==> config.mk <==
export PLATFORM = sky130hd
export DESIGN_NAME = rwpc_fifo
export DESIGN_NICKNAME = d
export VERILOG_FILES = /design/src/sv/rwpc_fifo.sv
export SDC_FILE = /design/constraint.sdc
export NUM_CORES = 1
export LEC_CHECK = 0
export CORE_MARGIN = 3
export CORE_UTILIZATION = 60
export CTS_CLUSTER_DIAMETER = 50
export DETAILED_ROUTE_END_ITERATION = 12
export DONT_BUFFER_PORTS = 1
export PLACE_DENSITY = 0.76
export REMOVE_ABC_BUFFERS = 1
export SYNTH_ARGS = -nofsm -noshare
export SYNTH_HDL_FRONTEND = slang
export SYNTH_SLANG_ARGS = --single-unit
==> constraint.sdc <==
create_clock -name i_clk -period 2.63 [get_ports i_clk]
set_input_delay 0.526 -clock i_clk [delete_from_list [all_inputs] [get_ports i_clk]]
set_output_delay 0.526 -clock i_clk [all_outputs]
set_load 0.005 [all_outputs]
==> src/sv/rwpc_fifo.sv <==
// Small register queue that decouples the front end from the back end.
// Generic width and depth; no package dependencies.
`default_nettype none

module rwpc_fifo #(
    parameter int WIDTH = 8,
    parameter int DEPTH = 4
) (
    input  wire logic             i_clk,
    input  wire logic             i_rst_n,
    input  wire logic             i_push,
    input  wire logic [WIDTH-1:0] i_data,
    input  wire logic             i_pop,
    output logic      [WIDTH-1:0] o_data,
    output logic                  o_full,
    output logic                  o_empty
);

    localparam int AW = (DEPTH > 1) ? $clog2(DEPTH) : 1;
    localparam int CW = $clog2(DEPTH + 1);

    logic [WIDTH-1:0] r_mem [DEPTH];
    logic [AW-1:0]    r_wr;
    logic [AW-1:0]    r_rd;
    logic [CW-1:0]    r_cnt;
    logic             w_push;
    logic             w_pop;

    assign o_full  = (r_cnt == CW'(DEPTH));
    assign o_empty = (r_cnt == '0);
    assign o_data  = r_mem[r_rd];
    assign w_push  = i_push && !o_full;
    assign w_pop   = i_pop && !o_empty;

    always_ff @(posedge i_clk) begin
        if (w_push) begin
            r_mem[r_wr] <= i_data;
        end
    end

    always_ff @(posedge i_clk) begin
        if (!i_rst_n) begin
            r_wr  <= '0;
            r_rd  <= '0;
            r_cnt <= '0;
        end else begin
            if (w_push) begin
                r_wr <= (r_wr == AW'(DEPTH - 1)) ? '0 : r_wr + 1'b1;
            end
            if (w_pop) begin
                r_rd <= (r_rd == AW'(DEPTH - 1)) ? '0 : r_rd + 1'b1;
            end
            if (w_push && !w_pop) begin
                r_cnt <= r_cnt + 1'b1;
            end else if (w_pop && !w_push) begin
                r_cnt <= r_cnt - 1'b1;
            end
        end
    end

endmodule

`default_nettype wire

==> results of run 1 <==
==> layer usage <==
metal | GRT usage | vias to the layer above
met2 | 0.2726 | 28
met5 | 0 | -
li1 | - | 353
met1 | 0.1566 | 381
met3 | 0.06013 | 8
met4 | 0.1093 | 0
==> state kept, by name, summed over array words and instances, names as in the netlist, named ones only <==
| register | flops |
|---|---|
| r_mem | 32 |
| r_cnt | 3 |
| r_rd | 2 |
| r_wr | 2 |
==> layout by cell type (no fill, tap or decap), types with 2 or more instances in the layout <==
cell type	n
nand3_1	2
nor2b_1	2
inv_1	3
ha_1	6
mux2i_1	3
nor2_1	2
dfxtp_1	9
mux4_2	8
edfxtp_1	32
nand2_1	6
clkbuf_8	2
and2_1	5
o21ai_0	3
clkbuf_4	5
==> power breakdown <==
part           total [mW]  switching, mW  leakage (nW)  internal (mW)
registers           0.884         0.0868         0.367          0.797
logic               0.314          0.143         0.186          0.171
clock network       0.345          0.190        0.0413          0.155
total                1.54          0.420         0.594           1.12
==> how the worst max path moves through the flow <==
stage / from / to / slack, ps / cells after the start
4_1_cts: r_cnt[0]$_SDFFE_PN0P_ / r_cnt[2]$_SDFFE_PN0P_ / 270 / 7
3_3_place_gp: r_cnt[0]$_SDFFE_PN0P_ / r_cnt[2]$_SDFFE_PN0P_ / 460 / 7
2_1_floorplan: i_push / r_cnt[2]$_SDFFE_PN0P_ / 480 / 7
3_5_place_dp: r_cnt[0]$_SDFFE_PN0P_ / r_cnt[2]$_SDFFE_PN0P_ / 300 / 7
6_report: r_cnt[0]$_SDFFE_PN0P_ / r_cnt[2]$_SDFFE_PN0P_ / 280 / 7
5_1_grt: r_cnt[0]$_SDFFE_PN0P_ / r_cnt[2]$_SDFFE_PN0P_ / 140 / 7
==> cell families (layout without fill, tap and decap cells) <==
group | count (synthesis) | count (layout)
buffers and inverters | 7 | 12
AO/OA/AOI/OAI | 5 | 5
flip-flops | 41 | 41
multiplexers | 11 | 11
XOR/XNOR | 2 | 2
AND/OR/NAND/NOR | 20 | 20
adder cells (fa/ha/maj) | 7 | 7
==> stage by stage <==
stage | instance area [sq um] | util | std cells | setup WS [ps] | hold slack, ps
finish | 1728 | 0.6850 | 128 | 284.8 | 265.8
global route | 1728 | 0.6850 | 128 | 141.8 | 231.3
CTS | 1728 | 0.6850 | 128 | 273.6 | 251.3
detailed placement | 1658 | 0.6572 | 120 | 300.3 | 490.1
global placement | 1658 | 0.6572 | 120 | 457.0 | 484.9
floorplan | 1613 | - | 89 | 475.5 | 467.7
==> cell type report <==
type                    count  area [sq um]
clock buffers               7         65.06
repair buffers              1         7.507
flip-flops and latches     41          1141
fillers                   180         794.5
clock inverters             1         5.005
multi-input cells          45         460.4
inverters                   3         11.26
well taps                  30         37.54
==> results.ini, run 1 <==
[status]
status = finished, final reports clean

[drt]
drtIter0Drc = 20
maxUsedRoutingLayer = met4
drt-met1-wl_um = 891
wl_mm = 2.347
dr.pass1.iters = 4
met3_length_um = 160
antenna_left = 0
wire_per_inst_um = 18.34
drc = 0
num_vias = 770
wl_met2_mm = 1.223
viasPerCell = 6.016

[grt]
grt_max_degree = 13
grt_pass1_vias = 776
grt_overflow = 0
gr-usage-all-layers = 0.1587
grt_pass1_wl_mm = 3.650
antenna_found_initial = 0

[yosys]
synth-adder-area-share = 0.05833
synthXorXnorAreaFrac = 0.01074
synth_top_flop_cell = edfxtp_1
synth_edf_count = 32
synthMuxAreaShare = 0.1289
synthTopCellsByCount = edfxtp_1 (32), dfxtp_1 (9), mux4_2 (8), ha_1 (6), nand2_1 (6)
yosysTopAreaCell = edfxtp_1
synth_top_area_share = 0.5894
netlist_area_sq_um = 1630
synth_area_per_cell_sq_um = 17.53
synthTopCellsByArea = edfxtp_1 (59%), dfxtp_1 (11%), mux4_2 (11%)
async_flop_share = 0
synth_top_family_by_area = multiplexers
synth.most_common_cell = edfxtp_1
synth_cell_type_count = 23
yosysWarnings = 0
synth_compound_gate_area_share = 0.01842
synth_simple_gate_area_frac = 0.06600
syn_inst = 93
ys_seq_area_frac = 0.6999
ys_ff_latch = 41

[worst_setup_path]
r2r_cells = 7
r2r_slack_ps = 280
slowest_stage = o31ai_1
critPathTopFamily = compound AO/OA/AOI/OAI gates
arrival_ps = 2630
cp_cell_sequence = o31ai_1, ha_1, inv_1, fa_1, xor2_1, or3_1, a21boi_0
cp-end-kind = register
reg2reg_to = r_cnt[2]$_SDFFE_PN0P_
crit-reg2reg-launch = r_cnt[0]$_SDFFE_PN0P_
cpPeakStageDelay_ps = 540
worstSetupPathType = reg -> reg
cp_data_required_time_ps = 2910
path_max_fanout = 5
critPathBufInv = 1
start_kind = register

[placement]
gp_congestion = 0.7124
port_buffers = 0
hpwl_mm = 1.631

[sta]
setup_tns_ps = 0
hold_viol_final = 0
fin_crit_ps = 2345
clock_skew_ps = 4.242
tightest_slew_ps = 573.0
slew_viol_final = 0
clock.fmax_mhz = 426.4
setup_violations = 0
timing.final.crit_share = 0.8917
rsz0062_at_grt = no
relSlewSlack = 0.6147

[die]
die_area_sq_um = 3379
ios = 22
die_y_um = 58.13
start_util = 0.6463
coreArea_sq_um = 2522
rows = 18
die_w_um = 58.13

[cts]
cts_num_sinks = 41
ctsLongestPathBuffers = 2
cts_tree = built
cts_setup_buffers = 0
clkTransAtPathRegs_ps = 110
ctsResizeCount = 0
htree_num_levels = 2
cts_inserted_buffers = 5
worstSkewPairLatency_ps = 350
clock-root-buffer = clkbuf_4
cts_hold_buf = 0

[layout]
n_antenna_cell = 0
syn_to_final_growth_pct = 5.986
nNetsFinal = 116
drive_gt1_frac = 0.1837

[worst_hold_path]
min_from = i_data[3]
holdCritPathClass = in -> reg
hold_depth = 0
min_to = r_mem[0][3]$_DFFE_PP_

[pwr]
p_per_area_nw_per_um2 = 893.3
power_mw = 1.544
ir_drop_mv = 0.6141
p_leak_nw = 0.5941

[flow_run]
maxCapViolations = 0

Power figures use the tool's default switching activity.
==> run 2, diff against run 1 <==
Settings changed: CORE_ASPECT_RATIO set to 0.9.
Clock period 2.63 ns to 2.45 ns, I/O delays scaled along.
==> results.ini, run 2 (synthesis results as in run 1) <==
[layout]
largest_register_ffs = 32  ; unchanged
final_cell_mix = edfxtp_1 (32), dfxtp_1 (9), mux4_2 (8)  ; unchanged
drive_gt1_frac = 0.1919  ; was 0.1837
top_register = r_mem  ; unchanged
reg_top3 = r_mem: 32 flops, r_cnt: 3 flops  ; unchanged
fillCellCount = 188  ; was 180
nNetsFinal = 117  ; was 116
final_common_cell = edfxtp_1  ; unchanged
n_antenna_cell = 0  ; unchanged
syn_to_final_growth_pct = 5.372  ; was 5.986%

[sta]
clock_skew_ps = 6.496  ; was 4.242 ps
timing.final.crit_share = 0.8700
hold_viol_final = 0  ; unchanged
rsz0062_at_grt = no  ; unchanged
slew_viol_final = 0  ; unchanged
setup_tns_ps = 0  ; unchanged
fin_crit_ps = 2132
fin_ws_ps = 318.4  ; was 284.8 ps
relSlewSlack = 0.6347  ; was 0.6147
tightest_slew_ps = 547.2  ; was 573.0 ps
setup_violations = 0  ; unchanged
clock.fmax_mhz = 469.1

[pwr]
p_sw_frac = 0.2809  ; was 0.2721
p_sw_uw = 451.0  ; was 420.1 uW
p_seq_frac = 0.589  ; was 0.573
clkPwrFrac = 0.195  ; was 0.224
p_per_area_nw_per_um2 = 934.7  ; was 893.3 nW/um^2
p_leak_nw = 0.5883  ; was 0.5941 nW
power_frac_comb = 0.216  ; was 0.204
ir_drop_mv = 0.4564  ; was 0.6141 mV
p_int_mw = 1.155  ; was 1.123 mW

[cts]
ctsLongestPathBuffers = 2  ; unchanged
clkTransAtPathRegs_ps = 120  ; was 110 ps
cts_inserted_buffers = 5  ; unchanged
cts_setup_buffers = 0  ; unchanged
worstSkewPairLatency_ps = 340  ; was 350 ps
ctsResizeCount = 0  ; unchanged
cts_hold_buf = 0  ; unchanged
htree_num_levels = 2  ; unchanged
clock-root-buffer = clkbuf_4  ; unchanged
cts_tree = built  ; unchanged
cts_num_sinks = 41  ; unchanged

[grt]
gr-usage-all-layers = 0.1683  ; was 0.1587
grt_pass1_vias = 775  ; was 776
antenna_found_initial = 0  ; unchanged
grt_pass1_wl_mm = 3.850  ; was 3.650 mm
grt_max_degree = 14  ; was 13
grt_overflow = 0  ; unchanged

[drt]
antenna_left = 0  ; unchanged
dr.pass1.iters = 4  ; unchanged
drtIter0Drc = 12  ; was 20
viasPerCell = 5.772  ; was 6.016
wl_mm = 2.300  ; was 2.347 mm
drc = 0  ; unchanged
wire_per_inst_um = 18.11  ; was 18.34 um
num_vias = 733  ; was 770

[worst_setup_path]
reg2reg_to = r_cnt[2]$_SDFFE_PN0P_  ; unchanged
cp-end-kind = output port  ; was register
cp_cell_sequence = mux4_2  ; was o31ai_1, ha_1, inv_1, fa_1, xor2_1, or3_1, a21boi_0
critPathBufInv = 0  ; was 1
r2r_cells = 7  ; unchanged
critPathTopFamily = flip-flops  ; was compound AO/OA/AOI/OAI gates
crit-reg2reg-launch = r_cnt[0]$_SDFFE_PN0P_  ; unchanged
r2r_slack_ps = 380  ; was 280 ps
slowest_stage = dfxtp_1  ; was o31ai_1
cp_data_required_time_ps = 1960  ; was 2910 ps
start_kind = register  ; unchanged
path_max_fanout = 8  ; was 5
arrival_ps = 1640  ; was 2630 ps
cpPeakStageDelay_ps = 690  ; was 540 ps
worstSetupPathType = reg -> out  ; was reg -> reg
path_depth = 1  ; was 7

[die]
rows = 17  ; was 18
ios = 22  ; unchanged
die_w_um = 60.95  ; was 58.13 um
coreArea_sq_um = 2510  ; was 2522 sq um
die_area_sq_um = 3379  ; about the same
start_util = 0.6496  ; was 0.6463
die_y_um = 55.45  ; was 58.13 um

[status]
status = finished, final reports clean  ; unchanged

[flow_run]
maxCapViolations = 0  ; unchanged

[placement]
post-place-ws_ps = 372.6  ; was 300.3 ps
gp_congestion = 0.6651  ; was 0.7124
hpwl_mm = 1.614  ; was 1.631 mm
port_buffers = 0  ; unchanged

[worst_hold_path]
min_to = r_mem[2][1]$_DFFE_PP_  ; was r_mem[0][3]$_DFFE_PP_
holdCritPathClass = in -> reg  ; unchanged
hold_depth = 0  ; unchanged
min_from = i_data[1]  ; was i_data[3]

-- run 2: cell types whose count changed in the layout (fill, tap and decap cells not counted) --
cell and change:
buf_4 +1, clkinv_2 +1, clkinvlp_4 +1, clkbuf_8 -2
-- run 2: worst max-delay path by stage --
stage,startpoint,endpoint
after floorplan,r_cnt[0]$_SDFFE_PN0P_,r_cnt[2]$_SDFFE_PN0P_
after global routing,r_cnt[1]$_SDFFE_PN0P_,r_cnt[2]$_SDFFE_PN0P_
final,register,o_data[0]
after CTS,register,o_data[0]
after detailed placement,r_cnt[0]$_SDFFE_PN0P_,r_cnt[2]$_SDFFE_PN0P_
after global placement,r_cnt[0]$_SDFFE_PN0P_,r_cnt[2]$_SDFFE_PN0P_
-- run 2: per-layer routing --
metal | global-route usage | part of all wire | wire (um)
met1 | 0.2184 | 0.42 | 961
met5 | 0 | 0 | 0
met2 | 0.2351 | 0.48 | 1108
met4 | 0.1115 | 0.030 | 69
met3 | 0.05841 | 0.070 | 161
-- run 2: final cells by class --
class,count,area (sq um),area share
Multi-Input combinational cell,45,460.4,0.2680
Clock buffer,5,37.54,0.02185
Tap cell,28,35.03,0.02039
Inverter,3,11.26,0.006555
Sequential cell,41,1141,0.6642
Clock inverter,3,17.52,0.01020
Timing Repair Buffer,2,15.01,0.008740
-- run 2: power by group through the flow --
| stage | clock network, mW | logic, mW | registers (mW) |
|---|---|---|---|
| final | 0.313 | 0.346 | 0.946 |
| after global routing | 0.367 | 0.394 | 0.963 |
| after CTS | 0.328 | 0.355 | 0.950 |
| after detailed placement | 0 | 0.353 | 0.966 |
| after global placement | 0 | 0.336 | 0.958 |
| after floorplan | 0 | 0.284 | 0.940 |
-- run 2: stage by stage --
| step | util | area [sq um] | hold slack, ps | cells | power [mW] |
|---|---|---|---|---|---|
| floorplan | - | 1613 | 467.7 | 89 | 1.224 |
| global placement | 0.6625 | 1663 | 486.4 | 119 | 1.293 |
| detailed placement | 0.6625 | 1663 | 507.7 | 119 | 1.319 |
| CTS | 0.6844 | 1718 | 212.8 | 127 | 1.633 |
| global route | 0.6844 | 1718 | 193.0 | 127 | 1.723 |
| finish | 0.6844 | 1718 | 231.8 | 127 | 1.606 |
==> run 3, diff against run 2 <==
Settings changed: ABC_AREA set to 1.
==> results.ini, run 3 <==
[drt]
drc = 0  ; unchanged
drtIter0Drc = 41  ; was 12
wl_met2_mm = 1.466  ; was 1.108 mm
antenna_left = 0  ; unchanged
met3_length_um = 155  ; was 161 um
maxUsedRoutingLayer = met4  ; unchanged
drt-met1-wl_mm = 1.257  ; was 961 um
viasPerCell = 5.264  ; was 5.772
dr.pass1.iters = 4  ; unchanged
num_vias = 1037  ; was 733
wire_per_inst_um = 14.87  ; was 18.11 um
wl_mm = 2.929  ; was 2.300 mm

[cts]
cts_setup_buffers = 0  ; unchanged
cts_hold_buf = 0  ; unchanged
cts_tree = built  ; unchanged
worstSkewPairLatency_ps = 350  ; was 340 ps
cts_inserted_buffers = 5  ; unchanged
cts_num_sinks = 41  ; unchanged
htree_num_levels = 2  ; unchanged
clock-root-buffer = clkbuf_4  ; unchanged
ctsLongestPathBuffers = 2  ; unchanged
ctsResizeCount = 0  ; unchanged
clkTransAtPathRegs_ps = 120  ; about the same

[flow_run]
maxCapViolations = 0  ; unchanged

[pwr]
ir_drop_mv = 0.6100  ; was 0.4564 mV
p_per_area_nw_per_um2 = 1062  ; was 934.7 nW/um^2
power_frac_comb = 0.270  ; was 0.216
p_leak_nw = 0.7285  ; was 0.5883 nW
p_int_mw = 1.331  ; was 1.155 mW
clkPwrFrac = 0.252  ; was 0.195
p_seq_frac = 0.477  ; was 0.589
p_sw_uw = 640.4  ; was 451.0 uW
p_sw_frac = 0.3249  ; was 0.2809

[yosys]
yosysWarnings = 0  ; unchanged
synth_top_flop_cell = edfxtp_1  ; unchanged
ys_ff_latch = 41  ; unchanged
async_flop_share = 0  ; unchanged
synth_cell_type_count = 18  ; was 23
yosysTopAreaCell = edfxtp_1  ; unchanged
syn_inst = 148  ; was 93
synth.most_common_cell = nor2_1  ; was edfxtp_1
synthTopCellsByArea = edfxtp_1 (57%), dfxtp_1 (11%), nor2_1 (7.3%)  ; was edfxtp_1 (59%), dfxtp_1 (11%), mux4_2 (11%)
netlist_area_sq_um = 1693  ; was 1630 sq um
synthTopCellsByCount = nor2_1 (33), edfxtp_1 (32), inv_1 (18), nand2_1 (14), o21ai_0 (14)  ; was edfxtp_1 (32), dfxtp_1 (9), mux4_2 (8), ha_1 (6), nand2_1 (6)
synth_area_per_cell_sq_um = 11.44  ; was 17.53 sq um
synth_edf_count = 32  ; unchanged
ys_seq_area_frac = 0.6741  ; was 0.6999
synth_top_area_share = 0.5676  ; was 0.5894

[sta]
slew_viol_final = 0  ; unchanged
clock.fmax_mhz = 528.4  ; was 469.1 MHz
fin_crit_ps = 1893  ; was 2132 ps
clock_skew_ps = 7.484  ; was 6.496 ps
setup_violations = 0  ; unchanged
tightest_slew_ps = 503.8  ; was 547.2 ps
setup_tns_ps = 0  ; unchanged
relSlewSlack = 0.6629  ; was 0.6347
timing.final.crit_share = 0.7725  ; was 0.8700
rsz0062_at_grt = no  ; unchanged
hold_viol_final = 0  ; unchanged

[die]
start_util = 0.6578  ; was 0.6496
rows = 17  ; unchanged
coreArea_sq_um = 2574  ; was 2510 sq um
die_y_um = 56.39  ; was 55.45 um
ios = 22  ; unchanged
die_w_um = 61.99  ; was 60.95 um
die_area_sq_um = 3496  ; was 3379 sq um

[placement]
dp.cells = 189  ; was 119
gp_congestion = 0.7417  ; was 0.6651
port_buffers = 0  ; unchanged
hpwl_mm = 2.057  ; was 1.614 mm

[worst_setup_path]
cp_cell_sequence = nor2_1, nand2_1, nand2_2, inv_1, ha_1, inv_1, fa_1, o21ai_0, nor2_1  ; was mux4_2
start_kind = register  ; unchanged
slowest_stage = fa_1  ; was dfxtp_1
critPathBufInv = 2  ; was 0
cp-end-kind = register  ; was output port
worstSetupPathType = reg -> reg  ; was reg -> out
cp_data_required_time_ps = 2700  ; was 1960 ps
cpPeakStageDelay_ps = 420  ; was 690 ps
critPathTopFamily = adder cells  ; was flip-flops
path_max_fanout = 7  ; was 8
arrival_ps = 2140  ; was 1640 ps

[layout]
final_common_cell = nor2_1  ; was edfxtp_1
finalNonFillerCells = 197  ; was 127
top_register = r_mem  ; unchanged
nNetsFinal = 177  ; was 117
multiInputGateArea_sq_um = 457.9  ; was 460.4 sq um
final_cell_mix = nor2_1 (33), edfxtp_1 (32), inv_1 (18)  ; was edfxtp_1 (32), dfxtp_1 (9), mux4_2 (8)
fillCellCount = 179  ; was 188
drive_gt1_frac = 0.1132  ; was 0.1919
largest_register_ffs = 32  ; unchanged
utilization = 0.7214  ; was 0.6844
reg_top3 = r_mem: 32 flops, r_cnt: 3 flops  ; unchanged
syn_to_final_growth_pct = 9.682  ; was 5.372%
regArea_sq_um = 1141  ; unchanged
n_antenna_cell = 0  ; unchanged

[status]
status = finished, final reports clean  ; unchanged

[grt]
gr-usage-all-layers = 0.1898  ; was 0.1683
grt_max_degree = 17  ; was 14
antenna_found_initial = 0  ; unchanged
grt_overflow = 0  ; unchanged
grt_pass1_vias = 1011  ; was 775
grt_pass1_wl_mm = 4.685  ; was 3.850 mm

[worst_hold_path]
holdCritPathClass = in -> reg  ; unchanged

run 3: cell types whose count changed after synthesis, moves of 8 or more:
cell	before	now
inv_1	3	18
mux4_2	8	0
nand2_1	6	14
nor2_1	2	33
o21ai_0	3	14
o22ai_1	0	8
run 3: logic make-up after synthesis:
logic type,Yosys count,synth area share
simple gates,51,0.1190
compound gates,28,0.09535
flops,41,0.6741
fa+ha+maj,7,0.05617
buf+inv,21,0.05543
run 3: power groups by stage:
stage / clock, mW / combinational (mW) / sequential (mW)
floorplan: 0 / 0.391 / 0.943
global placement: 0 / 0.503 / 0.949
detailed placement: 0 / 0.534 / 0.956
CTS: 0.510 / 0.539 / 0.941
global route: 0.543 / 0.621 / 0.955
finish: 0.498 / 0.533 / 0.941
run 3: final cells by class:
type | instances | share of cell area
Inverter | 19 | 0.03841
Timing Repair Buffer | 5 | 0.02022
Tap cell | 38 | 0.02561
Sequential cell | 41 | 0.6146
Clock buffer | 6 | 0.03369
Multi-Input combinational cell | 86 | 0.2466
Clock inverter | 2 | 0.02089
run 3: final timing paths:
path | from | end | slack [ps] | cells after the start
setup / recovery | r_cnt[1]$_SDFFE_PN0P_ | r_cnt[1]$_SDFFE_PN0P_ | 560 | 9
hold / removal | i_data[3] | r_mem[3][3]$_DFFE_PP_ | 230 | 0
setup reg to reg | r_cnt[1]$_SDFFE_PN0P_ | r_cnt[1]$_SDFFE_PN0P_ | 560 | 9
hold reg to reg | r_cnt[0]$_SDFFE_PN0P_ | r_cnt[0]$_SDFFE_PN0P_ | 530 | 2
run 3: per-stage QoR:
stage | cell area [sq um] | hold WS (ps) | total power, mW | setup WS (ps)
floorplan | 1670 | 480.1 | 1.334 | 759.9
detailed placement | 1755 | 503.1 | 1.490 | 580.0
global placement | 1755 | 493.1 | 1.452 | 676.8
finish | 1857 | 228.3 | 1.971 | 557.4
global route | 1857 | 190.7 | 2.120 | 403.3
CTS | 1857 | 210.6 | 1.989 | 535.5
run 3: metal layers:
layer  up-vias  GRT usage
met1       486     0.2297
met2        24     0.2988
met4         0    0.06667
met5         -          0
met3         6    0.07816
li1        521          -
