File: src/sv/rwpc_pkg.sv
// Shared types and constants for the rigid wall penalty contact block.
// Used by every module of the block but rwpc_fifo; depends on nothing else.
`default_nettype none

package rwpc_pkg;

    localparam int POS_W        = 21;  // input coordinate field width
    localparam int TAG_W        = 20;
    localparam int D_W          = 22;  // position minus origin
    localparam int N_W          = 21;  // normal component, Q1.19
    localparam int FIELD_STRIDE = 21;
    localparam int CFG_W        = 63;
    localparam int CFG_IDX_W    = 3;
    localparam int SPAN_W       = 42;
    localparam int SCALE_W      = 32;
    localparam int MODE_W       = 3;
    localparam int FORCE_W      = 48;
    localparam int BIDX_W       = 16;

    typedef enum logic [MODE_W-1:0] {
        GEOM_1D_PLANE   = 3'd0,
        GEOM_2D_LINE    = 3'd1,
        GEOM_2D_SEGMENT = 3'd2,
        GEOM_3D_PLANE   = 3'd3,
        GEOM_3D_RECT    = 3'd4
    } t_geom_mode;

    typedef enum logic [CFG_IDX_W-1:0] {
        CFG_ORIGIN    = 3'd0,
        CFG_NORMAL    = 3'd1,
        CFG_EDGE_A    = 3'd2,
        CFG_EDGE_B    = 3'd3,
        CFG_SPAN_A    = 3'd4,
        CFG_SPAN_B    = 3'd5,
        CFG_STIFFNESS = 3'd6,
        CFG_MODE      = 3'd7
    } t_cfg_index;

    // One classified node, as handed from the front end to the back end.
    typedef struct packed {
        logic signed [D_W-1:0] d_x;
        logic signed [D_W-1:0] d_y;
        logic signed [D_W-1:0] d_z;
        logic                  use_y;
        logic                  use_z;
        logic                  bound_a;
        logic                  bound_b;
        logic                  first;
        logic [TAG_W-1:0]      tag;
    } t_fe_item;

    // Sign-extends a coordinate whose sign sits at bit (bits - 1).
    function automatic logic signed [D_W-1:0] coord_ext(
        input logic [POS_W-1:0] v,
        input int unsigned      bits
    );
        logic signed [D_W-1:0] r;
        r = '0;
        for (int i = 0; i < D_W; i++) begin
            if (i < int'(bits)) begin
                r[i] = v[i];
            end else begin
                r[i] = v[bits-1];
            end
        end
        return r;
    endfunction

endpackage

`default_nettype wire

File: src/sv/rwpc_front.sv
// Front end: takes node beats, subtracts the wall origin and decodes the mode.
// Depends on rwpc_pkg; feeds rwpc_fifo.
`default_nettype none

module rwpc_front
    import rwpc_pkg::*;
#(
    parameter int COORD_BITS = 21
) (
    input  wire logic             i_clk,
    input  wire logic             i_rst_n,
    input  wire logic             i_in_valid,
    output logic                  o_in_stall,
    input  wire logic [POS_W-1:0] i_pos_x,
    input  wire logic [POS_W-1:0] i_pos_y,
    input  wire logic [POS_W-1:0] i_pos_z,
    input  wire logic [TAG_W-1:0] i_node_tag,
    input  wire logic             i_first_node,
    input  wire logic [CFG_W-1:0] i_origin,
    input  wire logic [MODE_W-1:0] i_mode,
    input  wire logic             i_q_full,
    output logic                  o_q_push,
    output t_fe_item              o_q_item
);

    logic     r_vld;
    t_fe_item r_item;
    t_fe_item w_item;
    logic     w_load;

    assign o_in_stall = r_vld && i_q_full;
    assign w_load     = !o_in_stall;
    assign o_q_push   = r_vld && !i_q_full;
    assign o_q_item   = r_item;

    always_comb begin
        logic signed [D_W-1:0] ox;
        logic signed [D_W-1:0] oy;
        logic signed [D_W-1:0] oz;
        ox = coord_ext(i_origin[0*FIELD_STRIDE +: POS_W], COORD_BITS);
        oy = coord_ext(i_origin[1*FIELD_STRIDE +: POS_W], COORD_BITS);
        oz = coord_ext(i_origin[2*FIELD_STRIDE +: POS_W], COORD_BITS);

        w_item.use_y   = 1'b1;
        w_item.use_z   = 1'b1;
        w_item.bound_a = 1'b0;
        w_item.bound_b = 1'b0;
        case (t_geom_mode'(i_mode))
            GEOM_1D_PLANE: begin
                w_item.use_y = 1'b0;
                w_item.use_z = 1'b0;
            end
            GEOM_2D_LINE: begin
                w_item.use_z = 1'b0;
            end
            GEOM_2D_SEGMENT: begin
                w_item.use_z   = 1'b0;
                w_item.bound_a = 1'b1;
            end
            GEOM_3D_RECT: begin
                w_item.bound_a = 1'b1;
                w_item.bound_b = 1'b1;
            end
            default: begin
                // Plain 3D plane, also taken for the unused mode codes.
            end
        endcase

        w_item.d_x = coord_ext(i_pos_x, COORD_BITS) - ox;
        w_item.d_y = w_item.use_y ? coord_ext(i_pos_y, COORD_BITS) - oy : '0;
        w_item.d_z = w_item.use_z ? coord_ext(i_pos_z, COORD_BITS) - oz : '0;
        w_item.first = i_first_node;
        w_item.tag   = i_node_tag;
    end

    always_ff @(posedge i_clk) begin
        if (!i_rst_n) begin
            r_vld <= 1'b0;
        end else if (w_load) begin
            r_vld <= i_in_valid;
        end
    end

    always_ff @(posedge i_clk) begin
        if (w_load && i_in_valid) begin
            r_item <= w_item;
        end
    end

endmodule

`default_nettype wire

File: config.mk
export PLATFORM = sky130hd
export DESIGN_NAME = rwpc_front
export DESIGN_NICKNAME = d
export VERILOG_FILES = /design/src/sv/rwpc_pkg.sv /design/src/sv/rwpc_front.sv
export SDC_FILE = /design/constraint.sdc
export NUM_CORES = 1
export LEC_CHECK = 0
export ABC_CLOCK_PERIOD_IN_PS = 10000
export BUFFER_PORTS_ARGS = -buffer_cell sky130_fd_sc_hd__buf_2
export CAP_MARGIN = 30
export CORE_MARGIN = 1
export CORE_UTILIZATION = 38
export DETAILED_ROUTE_END_ITERATION = 6
export GPL_TIMING_DRIVEN = 0
export PLACE_DENSITY = 0.65
export RECOVER_POWER = 50
export SYNTH_ARGS = -nofsm -noshare
export SYNTH_HDL_FRONTEND = slang
export SYNTH_SLANG_ARGS = --single-unit
File: constraint.sdc
create_clock -name i_clk -period 10 [get_ports i_clk]
set_input_delay 0.5 -clock i_clk [delete_from_list [all_inputs] [get_ports i_clk]]
set_output_delay 0.5 -clock i_clk [all_outputs]
set_load 0.005 [all_outputs]
==> results.sh, run 1 <==
export IMPL_run_status="complete, but fails checks"
export IMPL_failing_checks="max-capacitance violations, max-slew violations"
export IMPL_grt_setup_unrepaired="no"
export IMPL_die_y_um=129
export IMPL_period_needed_ps=2810
export IMPL_gp_congestion=0.917
export IMPL_initial_core_util_pct=39.6
export IMPL_path_class="reg2reg"
export IMPL_io_buffer_count=246
export IMPL_end_kind="flop"
export IMPL_synthesis_area_per_instance_sq_um=10.3
export IMPL_swShare_pct=28.5
export IMPL_worst_slew_margin_rel_pct=-37.0
export IMPL_grt_antenna_before_repair=2
export IMPL_seq_area_frac_synth_pct=45.1
export IMPL_layout_cells_most_common_list="sky130_fd_sc_hd__buf_2 (174), sky130_fd_sc_hd__edfxtp_1 (91), sky130_fd_sc_hd__inv_1 (83)"
export IMPL_worst_hold_path_type="in2reg"
export IMPL_worst_skew_pair_late_latency_ps=350
export IMPL_overall_fraction_of_global_route_tracks_in_use_pct=17.4
export IMPL_mostFrequentLayoutCell="sky130_fd_sc_hd__buf_2"
export IMPL_via_count_of_the_first_global_routing_pass=4611
export IMPL_synth_async_reset_ratio_pct=0
export IMPL_number_of_instances_in_the_synthesized_netlist=591
export IMPL_synth_lib_cells_used_distinct=56
export IMPL_drive_above_1_share_pct=24.1
export IMPL_detail_route_wirelength_um=14500
export IMPL_fill_cells=1534
export IMPL_cts_resized=0
export IMPL_syn2layout_area_growth_pct=28.7
export IMPL_postSynthRegisterBits=92
export IMPL_clock_root_buffer="sky130_fd_sc_hd__clkbuf_16"
export IMPL_timing_max_transition_violations_final=17
export IMPL_setup_worst_path_start_class="flop"
export IMPL_tritoncts_num_buffers=9
export IMPL_drt_vias_per_instance=4.76
export IMPL_die_w_um=129
export IMPL_num_rows=45
export IMPL_synth_main_ff_cell="sky130_fd_sc_hd__edfxtp_1"
export IMPL_grt_start_max_net_pins=33
export IMPL_clock_skew_ps=13.6
export IMPL_hold_violations=0
export IMPL_cts_setup_buffers=0
export IMPL_route_detailed_wl_per_inst_um=13.6
export IMPL_layout_worst_path_cycle_share_pct=28.1
export IMPL_drc_errors=0
export IMPL_syn_area_sq_mm=0.00611
export IMPL_fmax_mhz=356
export IMPL_cts_hold_repair_buffers=0
export IMPL_worst_margin_slew_ps=2050
export IMPL_post_dp_hpwl_um=11900
export IMPL_ir_drop_uv=76.3
export IMPL_tritoncts="done"
export IMPL_floorplan_die_area_sq_mm=0.0166
export IMPL_synth_edf_count=91
export IMPL_clock_power_share_pct=28.4
export IMPL_htree_levels=3
export IMPL_final_antenna_net_count=0
export IMPL_cts_buffer_depth=2
export IMPL_fin_setup_tns_ps=0
export IMPL_data_required_time_at_the_worst_endpoint_ps=10030
export IMPL_grt_overflow=0
export IMPL_yosysWarnings=0
export IMPL_power_net_switching_mw=0.315
export IMPL_p_leak_nw=3.66
export IMPL_top_level_ports=247
export IMPL_p_total_mw=1.11
export IMPL_drv_max_cap_violation_count=1
export IMPL_syn_nets=811
export IMPL_detailroute_via_count=5078
export IMPL_sequential_area_sq_mm=0.00275
export IMPL_crit_arrival_ps=2840
export IMPL_clk_transition_reported_paths_ps=80
export IMPL_worst_slack_ps=7190
export IMPL_detailedRoute_firstPassIterationCount=5
export IMPL_cp_max_fo=32
export IMPL_intPower_mw=0.792
export IMPL_seq_power_share_pct=44.2
export IMPL_p_per_area_mw_per_mm2=141
export IMPL_multiInputGateArea_sq_mm=0.00301
export IMPL_combPwrFrac_pct=27.4
export IMPL_coreArea_sq_mm=0.0154
export IMPL_antenna_cells=0
export IMPL_setup_violations=0
export IMPL_detailedRoute_firstIterationViolations=210
export IMPL_cts_sinks=92
export IMPL_layout_nets=1071
export IMPL_grt_first_pass_wirelength_um=22400
export IMPL_pre_cts_slack_ps=6950
[metrics by stage]
| step | std cells | hold slack [ps] | util (%) | area [sq um] |
|---|---|---|---|---|
| floorplan | 591 | 588 | - | 6110 |
| global placement | 1048 | 589 | 49.3 | 7600 |
| detailed placement | 1051 | 656 | 49.8 | 7680 |
| CTS | 1067 | 308 | 51.6 | 7960 |
| global route | 1067 | 313 | 50.9 | 7860 |
| finish | 1067 | 319 | 50.9 | 7860 |
[flip-flops by register name (all words and copies together) (netlist names)]
name	flops
r_vld	1
o_q_item	91
[synthesized netlist by cell type, types with 2 or more instances]
cell                        count  share of area, %
sky130_fd_sc_hd__xnor2_1       33               4.7
sky130_fd_sc_hd__a31oi_1        8              0.82
sky130_fd_sc_hd__a21oi_2        2              0.29
sky130_fd_sc_hd__a41oi_2        2              0.53
sky130_fd_sc_hd__nand3_1        2              0.16
sky130_fd_sc_hd__and2_1         3              0.31
sky130_fd_sc_hd__a21boi_0       3              0.37
sky130_fd_sc_hd__clkbuf_1       8              0.49
sky130_fd_sc_hd__a311o_1        2              0.33
sky130_fd_sc_hd__nand2b_1       7              0.72
sky130_fd_sc_hd__inv_1         83               5.1
sky130_fd_sc_hd__nor3_1         8              0.66
sky130_fd_sc_hd__o31ai_1        2              0.25
sky130_fd_sc_hd__ha_1          63                13
sky130_fd_sc_hd__and3_1         3              0.31
sky130_fd_sc_hd__nor2b_1        9              0.92
sky130_fd_sc_hd__o21ai_1        8              0.66
sky130_fd_sc_hd__o21ai_0       15               1.2
sky130_fd_sc_hd__o21bai_1       8              0.98
sky130_fd_sc_hd__nand4_1        6              0.61
sky130_fd_sc_hd__a211oi_1       4              0.49
sky130_fd_sc_hd__fa_1           3              0.98
sky130_fd_sc_hd__o2111ai_1      3              0.43
sky130_fd_sc_hd__o31a_1         2              0.29
sky130_fd_sc_hd__o21a_1         9               1.1
sky130_fd_sc_hd__nor2_1        66               4.1
sky130_fd_sc_hd__a21o_1        26               3.2
sky130_fd_sc_hd__edfxtp_1      91                45
sky130_fd_sc_hd__and4_1         3              0.43
sky130_fd_sc_hd__a211o_1        3              0.43
sky130_fd_sc_hd__nand2_1       23               1.4
sky130_fd_sc_hd__a21oi_1       39               3.2
sky130_fd_sc_hd__xor2_1        21               3.0
[critical path, stage by stage (launching register included)]
cell	delay (ps)
sky130_fd_sc_hd__dfxtp_1	300
sky130_fd_sc_hd__and2_0	160
sky130_fd_sc_hd__nor2b_1	1530
sky130_fd_sc_hd__buf_16	250
sky130_fd_sc_hd__buf_12	220
[kinds of logic after synthesis]
logic type	count (synthesis)	share of synthesized area, %
buffers and inverters	91	5.59
DFF	92	45.1
AOI/OAI and AO/OA	152	17.3
and+or+nand+nor	136	10.4
xor gates and xnor gates	54	7.75
adders and majority gates	66	13.9
[area by class of cell]
type                    instances  area share (%)
plain buffers                   8           0.382
clock buffers                  11            3.09
clock inverters                 5           0.366
inverters                      83            3.96
multi-input cells             408            38.3
flip-flops and latches         92            35.0
well taps                     211            3.36
repair buffers                249            15.5
[layer usage]
metal | routed length (um) | vias to the layer above | track usage [%]
met5 | 22 | - | 0
met4 | 227 | 4 | 6.51
met3 | 948 | 16 | 3.49
met2 | 6770 | 167 | 28.8
met1 | 6550 | 2265 | 22.5
li1 | - | 2626 | -
[power groups by stage]
stage               sequential, mW  combinational, mW  clock, mW
finish                       0.490              0.303      0.314
CTS                          0.489              0.313      0.326
global route                 0.494              0.339      0.338
floorplan                    0.507              0.187          0
detailed placement           0.497              0.312          0
global placement             0.501              0.304          0
[worst paths after layout]
path                      startpoint  slack [ps]                    endpoint  cells past startpoint
setup reg to reg  r_vld$_SDFFE_PN0N_        7190  o_q_item[36]$_SDFFCE_PN0P_                      4
hold / removal         i_node_tag[4]         320       o_q_item[4]$_DFFE_PP_                      1
hold reg to reg   r_vld$_SDFFE_PN0N_         640          r_vld$_SDFFE_PN0N_                      2
setup / recovery  r_vld$_SDFFE_PN0N_        7190  o_q_item[36]$_SDFFCE_PN0P_                      4
Power figures use the tool's default switching activity.
==> run 2, diff against run 1 <==
--- a/config.mk
+++ b/config.mk
@@ -5,7 +5,7 @@
 export SDC_FILE = /design/constraint.sdc
 export NUM_CORES = 1
 export LEC_CHECK = 0
-export ABC_CLOCK_PERIOD_IN_PS = 10000
+export ABC_CLOCK_PERIOD_IN_PS = 2590
 export BUFFER_PORTS_ARGS = -buffer_cell sky130_fd_sc_hd__buf_2
 export CAP_MARGIN = 30
 export CORE_MARGIN = 1
==> constraint.sdc (replaced) <==
create_clock -name i_clk -period 2.59 [get_ports i_clk]
set_input_delay 0.1295 -clock i_clk [delete_from_list [all_inputs] [get_ports i_clk]]
set_output_delay 0.1295 -clock i_clk [all_outputs]
set_load 0.005 [all_outputs]
==> results.sh, run 2 (synthesized netlist as in run 1, its figures left out) <==
export IMPL_clock_root_buffer="sky130_fd_sc_hd__clkbuf_16"
export IMPL_mostFrequentLayoutCell="sky130_fd_sc_hd__buf_2"
export IMPL_cts_buffer_depth=2
export IMPL_top_level_ports=247
export IMPL_grt_start_max_net_pins=27
export IMPL_tritoncts_num_buffers=9
export IMPL_setup_violations=0
export IMPL_worst_slew_margin_rel_pct=45.7
export IMPL_regToRegSetupSlack_ps=600
export IMPL_fin_setup_tns_ps=0
export IMPL_whs_endpoint="r_vld$_SDFFE_PN0N_"
export IMPL_final_area_sq_mm=0.00808
export IMPL_detailroute_via_count=5110
export IMPL_data_required_time_at_the_worst_endpoint_ps=2670
export IMPL_cts_sinks=92
export IMPL_cts_resized=0
export IMPL_place_detailed_instances=1051
export IMPL_initial_core_util_pct=39.6
export IMPL_num_rows=45
export IMPL_pre_cts_slack_ps=-63.8
export IMPL_floorplan_die_area_sq_mm=0.0166
export IMPL_grt_first_pass_wirelength_um=22100
export IMPL_path_class="in2reg"
export IMPL_clk_transition_reported_paths_ps=60
export IMPL_worst_hold_path_type="in2reg"
export IMPL_timing_max_transition_violations_final=0
export IMPL_hold_violations=0
export IMPL_drc_errors=0
export IMPL_setup_worst_path_start_class="input port"
export IMPL_overall_fraction_of_global_route_tracks_in_use_pct=17.4
export IMPL_drv_max_cap_violation_count=0
export IMPL_reg2regPathDepth=4
export IMPL_p_leak_nw=3.75
export IMPL_worst_skew_pair_late_latency_ps=340
export IMPL_grt_setup_unrepaired="no"
export IMPL_tritoncts="done"
export IMPL_crit_arrival_ps=2460
export IMPL_largest_reg_flops=91
export IMPL_run_status="completed"
export IMPL_ir_drop_uv=292
export IMPL_syn2layout_area_growth_pct=32.3
export IMPL_post_dp_hpwl_um=11900
export IMPL_worstHoldPathCells=2
export IMPL_layout_cells_most_common_list="sky130_fd_sc_hd__buf_2 (178), sky130_fd_sc_hd__edfxtp_1 (91), sky130_fd_sc_hd__inv_1 (83)"
export IMPL_layout_nets=1093
export IMPL_placed_area_sq_mm=0.00768
export IMPL_route_detailed_wl_per_inst_um=13.5
export IMPL_io_buffer_count=246
export IMPL_drive_above_1_share_pct=23.5
export IMPL_final_antenna_net_count=0
export IMPL_layout_worst_path_cycle_share_pct=91.9
export IMPL_detailedRoute_firstIterationViolations=170
export IMPL_coreArea_sq_mm=0.0154
export IMPL_die_y_um=129
export IMPL_final_cell_count_no_fill=1090
export IMPL_drt_vias_per_instance=4.69
export IMPL_fmax_mhz=420
export IMPL_grt_antenna_before_repair=1
export IMPL_crit_reg2reg_capture="o_q_item[23]$_DFFE_PP_"
export IMPL_p_total_mw=4.30
export IMPL_detailedRoute_firstPassIterationCount=4
export IMPL_worst_slack_ps=209
export IMPL_end_kind="flop"
export IMPL_crit_reg2reg_launch="r_vld$_SDFFE_PN0N_"
export IMPL_clock_skew_ps=9.08
export IMPL_htree_levels=3
export IMPL_min_from="i_in_valid"
export IMPL_period_needed_ps=2380
export IMPL_worst_margin_slew_ps=812
export IMPL_gp_congestion=0.916
export IMPL_detail_route_wirelength_um=14700
export IMPL_grt_overflow=0
export IMPL_cp_max_fo=3
export IMPL_via_count_of_the_first_global_routing_pass=4631
export IMPL_p_per_area_mw_per_mm2=532
export IMPL_die_w_um=129
==> run 2: changes by cell type in the layout (fill, tap and decap cells not counted), moves of 2 or more <==
| cell | delta |
|---|---|
| sky130_fd_sc_hd__buf_1 | -2 |
| sky130_fd_sc_hd__dlygate4sd3_1 | +22 |
| sky130_fd_sc_hd__buf_2 | +4 |
| sky130_fd_sc_hd__clkinv_2 | -3 |
==> run 2: area by class of cell <==
type,count,area [sq um]
clock buffers,14,254
fillers,1497,7350
diodes,1,2.50
multi-input cells,408,3010
flip-flops and latches,92,2750
clock inverters,2,13.8
inverters,83,312
repair buffers,271,1440
well taps,211,264
plain buffers,8,30.0
==> run 2: how the worst max path moves through the flow <==
stage / startpoint / slack [ps] / end / cells past startpoint
floorplan: i_pos_y[0] / 320 / o_q_item[61]$_SDFFCE_PN0P_ / 12
global placement: r_vld$_SDFFE_PN0N_ / -290 / o_q_item[44]$_SDFFCE_PN0P_ / 2
detailed placement: i_pos_z[0] / -60 / o_q_item[43]$_SDFFCE_PN0P_ / 13
CTS: i_pos_z[0] / 310 / o_q_item[43]$_SDFFCE_PN0P_ / 13
global route: i_pos_z[0] / 50 / o_q_item[43]$_SDFFCE_PN0P_ / 13
finish: i_pos_y[0] / 210 / o_q_item[61]$_SDFFCE_PN0P_ / 13
==> run 2: per-stage QoR <==
| step | utilization (%) | hold slack, ps |
|---|---|---|
| 2_1_floorplan | - | 228 |
| 4_1_cts | 53.0 | 10.2 |
| 5_1_grt | 52.4 | 36.8 |
| 3_3_place_gp | 49.3 | 306 |
| 6_report | 52.4 | 27.8 |
| 3_5_place_dp | 49.8 | 308 |
==> run 2: report_power, final <==
part	total, mW	switching [mW]	internal, mW
combinational	1.19	0.639	0.553
clock	1.22	0.539	0.679
sequential	1.89	0.0373	1.85
total	4.30	1.22	3.09
==> run 2: metal layers <==
metal | vias to the layer above | track usage [%] | wire length (um)
li1 | 2670 | - | -
met1 | 2279 | 21.5 | 6560
met2 | 145 | 29.1 | 7020
met3 | 16 | 4.12 | 902
met4 | 0 | 7.06 | 257
met5 | - | 0 | 0
==> run 2: timing repair <==
action / CTS / global route
endpoints found under the hold margin: 22 / 0
endpoints found under the setup margin: 0 / 0
hold buffers: 22 / 0
setup buffers: 0 / 0
==> run 2: critical path, cell delays in order <==
cell,delay (ps)
sky130_fd_sc_hd__buf_2,90
sky130_fd_sc_hd__inv_1,50
sky130_fd_sc_hd__ha_1,160
sky130_fd_sc_hd__inv_1,50
sky130_fd_sc_hd__fa_1,400
sky130_fd_sc_hd__a21o_1,190
sky130_fd_sc_hd__a21oi_1,310
sky130_fd_sc_hd__o21ai_2,120
sky130_fd_sc_hd__a41oi_2,310
sky130_fd_sc_hd__o21ai_1,150
sky130_fd_sc_hd__o31ai_1,260
sky130_fd_sc_hd__xor2_1,170
sky130_fd_sc_hd__nor2_1,50
==> run 3, diff against run 2 <==
--- a/config.mk
+++ b/config.mk
@@ -14,6 +14,7 @@
 export GPL_TIMING_DRIVEN = 0
 export PLACE_DENSITY = 0.65
 export RECOVER_POWER = 50
+export REMOVE_ABC_BUFFERS = 1
 export SYNTH_ARGS = -nofsm -noshare
 export SYNTH_HDL_FRONTEND = slang
 export SYNTH_SLANG_ARGS = --single-unit
==> results.sh, run 3 (synthesized netlist as in run 1, its figures left out) <==
export IMPL_cp_max_fo=3
export IMPL_intPower_mw=3.11
export IMPL_worst_slew_margin_rel_pct=48.3
export IMPL_io_buffer_count=246
export IMPL_worst_slack_ps=214
export IMPL_place_detailed_instances=1045
export IMPL_clock_power_share_pct=29.0
export IMPL_die_y_um=129
export IMPL_detail_route_wirelength_um=14800
export IMPL_clk_transition_reported_paths_ps=70
export IMPL_post_dp_hpwl_um=11900
export IMPL_placed_area_sq_mm=0.00768
export IMPL_ir_drop_uv=251
export IMPL_p_total_mw=4.34
export IMPL_largest_reg_flops=91
export IMPL_combPwrFrac_pct=27.4
export IMPL_crit_arrival_ps=2460
export IMPL_setup_worst_path_start_class="input port"
export IMPL_htree_levels=3
export IMPL_layout_nets=1087
export IMPL_final_antenna_net_count=0
export IMPL_route_detailed_wl_per_inst_um=13.7
export IMPL_postLayoutCoreUtil_pct=52.4
export IMPL_top_level_ports=247
export IMPL_worst_hold_path_type="in2reg"
export IMPL_grt_overflow=0
export IMPL_tritoncts="done"
export IMPL_power_net_switching_mw=1.22
export IMPL_drive_above_1_share_pct=23.7
export IMPL_tritoncts_num_buffers=9
export IMPL_via_count_of_the_first_global_routing_pass=4785
export IMPL_detailedRoute_firstPassIterationCount=4
export IMPL_worst_margin_slew_ps=771
export IMPL_cts_buffer_depth=2
export IMPL_detailroute_via_count=5110
export IMPL_p_per_area_mw_per_mm2=537
export IMPL_cts_sinks=92
export IMPL_drv_max_cap_violation_count=0
export IMPL_grt_antenna_before_repair=0
export IMPL_swShare_pct=28.2
export IMPL_seq_power_share_pct=43.6
export IMPL_clock_skew_ps=12.4
export IMPL_fmax_mhz=421
export IMPL_hold_violations=0
export IMPL_p_leak_nw=3.75
export IMPL_mostFrequentLayoutCell="sky130_fd_sc_hd__buf_2"
export IMPL_die_w_um=129
export IMPL_run_status="completed"
export IMPL_syn2layout_area_growth_pct=32.3
export IMPL_layout_cells_most_common_list="sky130_fd_sc_hd__buf_2 (173), sky130_fd_sc_hd__edfxtp_1 (91), sky130_fd_sc_hd__inv_1 (83)"
export IMPL_gp_congestion=0.861
export IMPL_drc_errors=0
export IMPL_worst_skew_pair_late_latency_ps=340
export IMPL_pre_cts_slack_ps=-126
export IMPL_drt_vias_per_instance=4.72
export IMPL_coreArea_sq_mm=0.0154
export IMPL_grt_setup_unrepaired="no"
export IMPL_initial_core_util_pct=39.6
export IMPL_path_class="in2reg"
export IMPL_grt_start_max_net_pins=28
export IMPL_num_rows=45
export IMPL_final_cell_count_no_fill=1083
export IMPL_layout_worst_path_cycle_share_pct=91.7
export IMPL_end_kind="flop"
export IMPL_clock_root_buffer="sky130_fd_sc_hd__clkbuf_16"
export IMPL_antenna_cells=0
export IMPL_data_required_time_at_the_worst_endpoint_ps=2680
export IMPL_final_area_sq_mm=0.00808
export IMPL_overall_fraction_of_global_route_tracks_in_use_pct=17.8
export IMPL_grt_first_pass_wirelength_um=23000
export IMPL_timing_max_transition_violations_final=0
export IMPL_detailedRoute_firstIterationViolations=268
export IMPL_setup_violations=0
export IMPL_floorplan_die_area_sq_mm=0.0166
export IMPL_period_needed_ps=2380
run 3: critical path, cell delays in order:
cell and delay (ps):
sky130_fd_sc_hd__buf_2 90, sky130_fd_sc_hd__inv_1 70, sky130_fd_sc_hd__ha_1 220, sky130_fd_sc_hd__inv_1 70
sky130_fd_sc_hd__fa_1 410, sky130_fd_sc_hd__a21oi_1 240, sky130_fd_sc_hd__o211ai_1 170, sky130_fd_sc_hd__a31o_2 310
sky130_fd_sc_hd__nand2_2 100, sky130_fd_sc_hd__a31oi_4 100, sky130_fd_sc_hd__a41oi_2 290, sky130_fd_sc_hd__a21oi_2 100
sky130_fd_sc_hd__xor2_1 150
run 3: final timing paths:
| check | from | end | slack, ps | depth (start not counted) |
|---|---|---|---|---|
| worst max-delay path | i_pos_x[0] | o_q_item[89]$_DFFE_PP_ | 210 | 13 |
| worst min-delay path | i_in_valid | r_vld$_SDFFE_PN0N_ | 20 | 2 |
| worst max register to register | r_vld$_SDFFE_PN0N_ | o_q_item[70]$_DFFE_PP_ | 850 | 3 |
| worst min register to register | r_vld$_SDFFE_PN0N_ | r_vld$_SDFFE_PN0N_ | 760 | 2 |
run 3: power by group through the flow:
stage          sequential (mW)  combinational, mW  clock [mW]
6_report                  1.89               1.19        1.26
5_1_grt                   1.91               1.33        1.36
4_1_cts                   1.89               1.23        1.30
3_5_place_dp              1.92               1.20           0
3_3_place_gp              1.94               1.17           0
2_1_floorplan             1.96              0.719           0
run 3: cell type report:
| class | count | area [sq um] |
|---|---|---|
| fillers | 1464 | 7350 |
| multi-input cells | 408 | 3020 |
| repair buffers | 273 | 1450 |
| well taps | 211 | 264 |
| inverters | 83 | 312 |
| flip-flops and latches | 92 | 2750 |
| clock buffers | 13 | 260 |
| clock inverters | 3 | 21.3 |
run 3: stage by stage:
stage	hold slack [ps]	TNS [ps]
after floorplan	228	-223850
after global placement	306	-424460
after detailed placement	308	-256
after CTS	9.95	0
after global routing	24.4	0
final	22.8	0
run 3: layer usage:
| metal | up-vias | routed length, um | track usage, % |
|---|---|---|---|
| met1 | 2287 | 6810 | 23.0 |
| met2 | 154 | 7010 | 29.9 |
| met4 | 0 | 228 | 6.16 |
| met5 | - | 0 | 0 |
| met3 | 17 | 801 | 3.12 |
| li1 | 2652 | - | - |
run 3: repair_timing:
| action | 4_1_cts | 5_1_grt |
|---|---|---|
| endpoints found under the hold margin | 22 | 0 |
| gates resized for setup | 0 | 0 |
| hold buffers | 22 | 0 |
| buffers inserted | 0 | 0 |
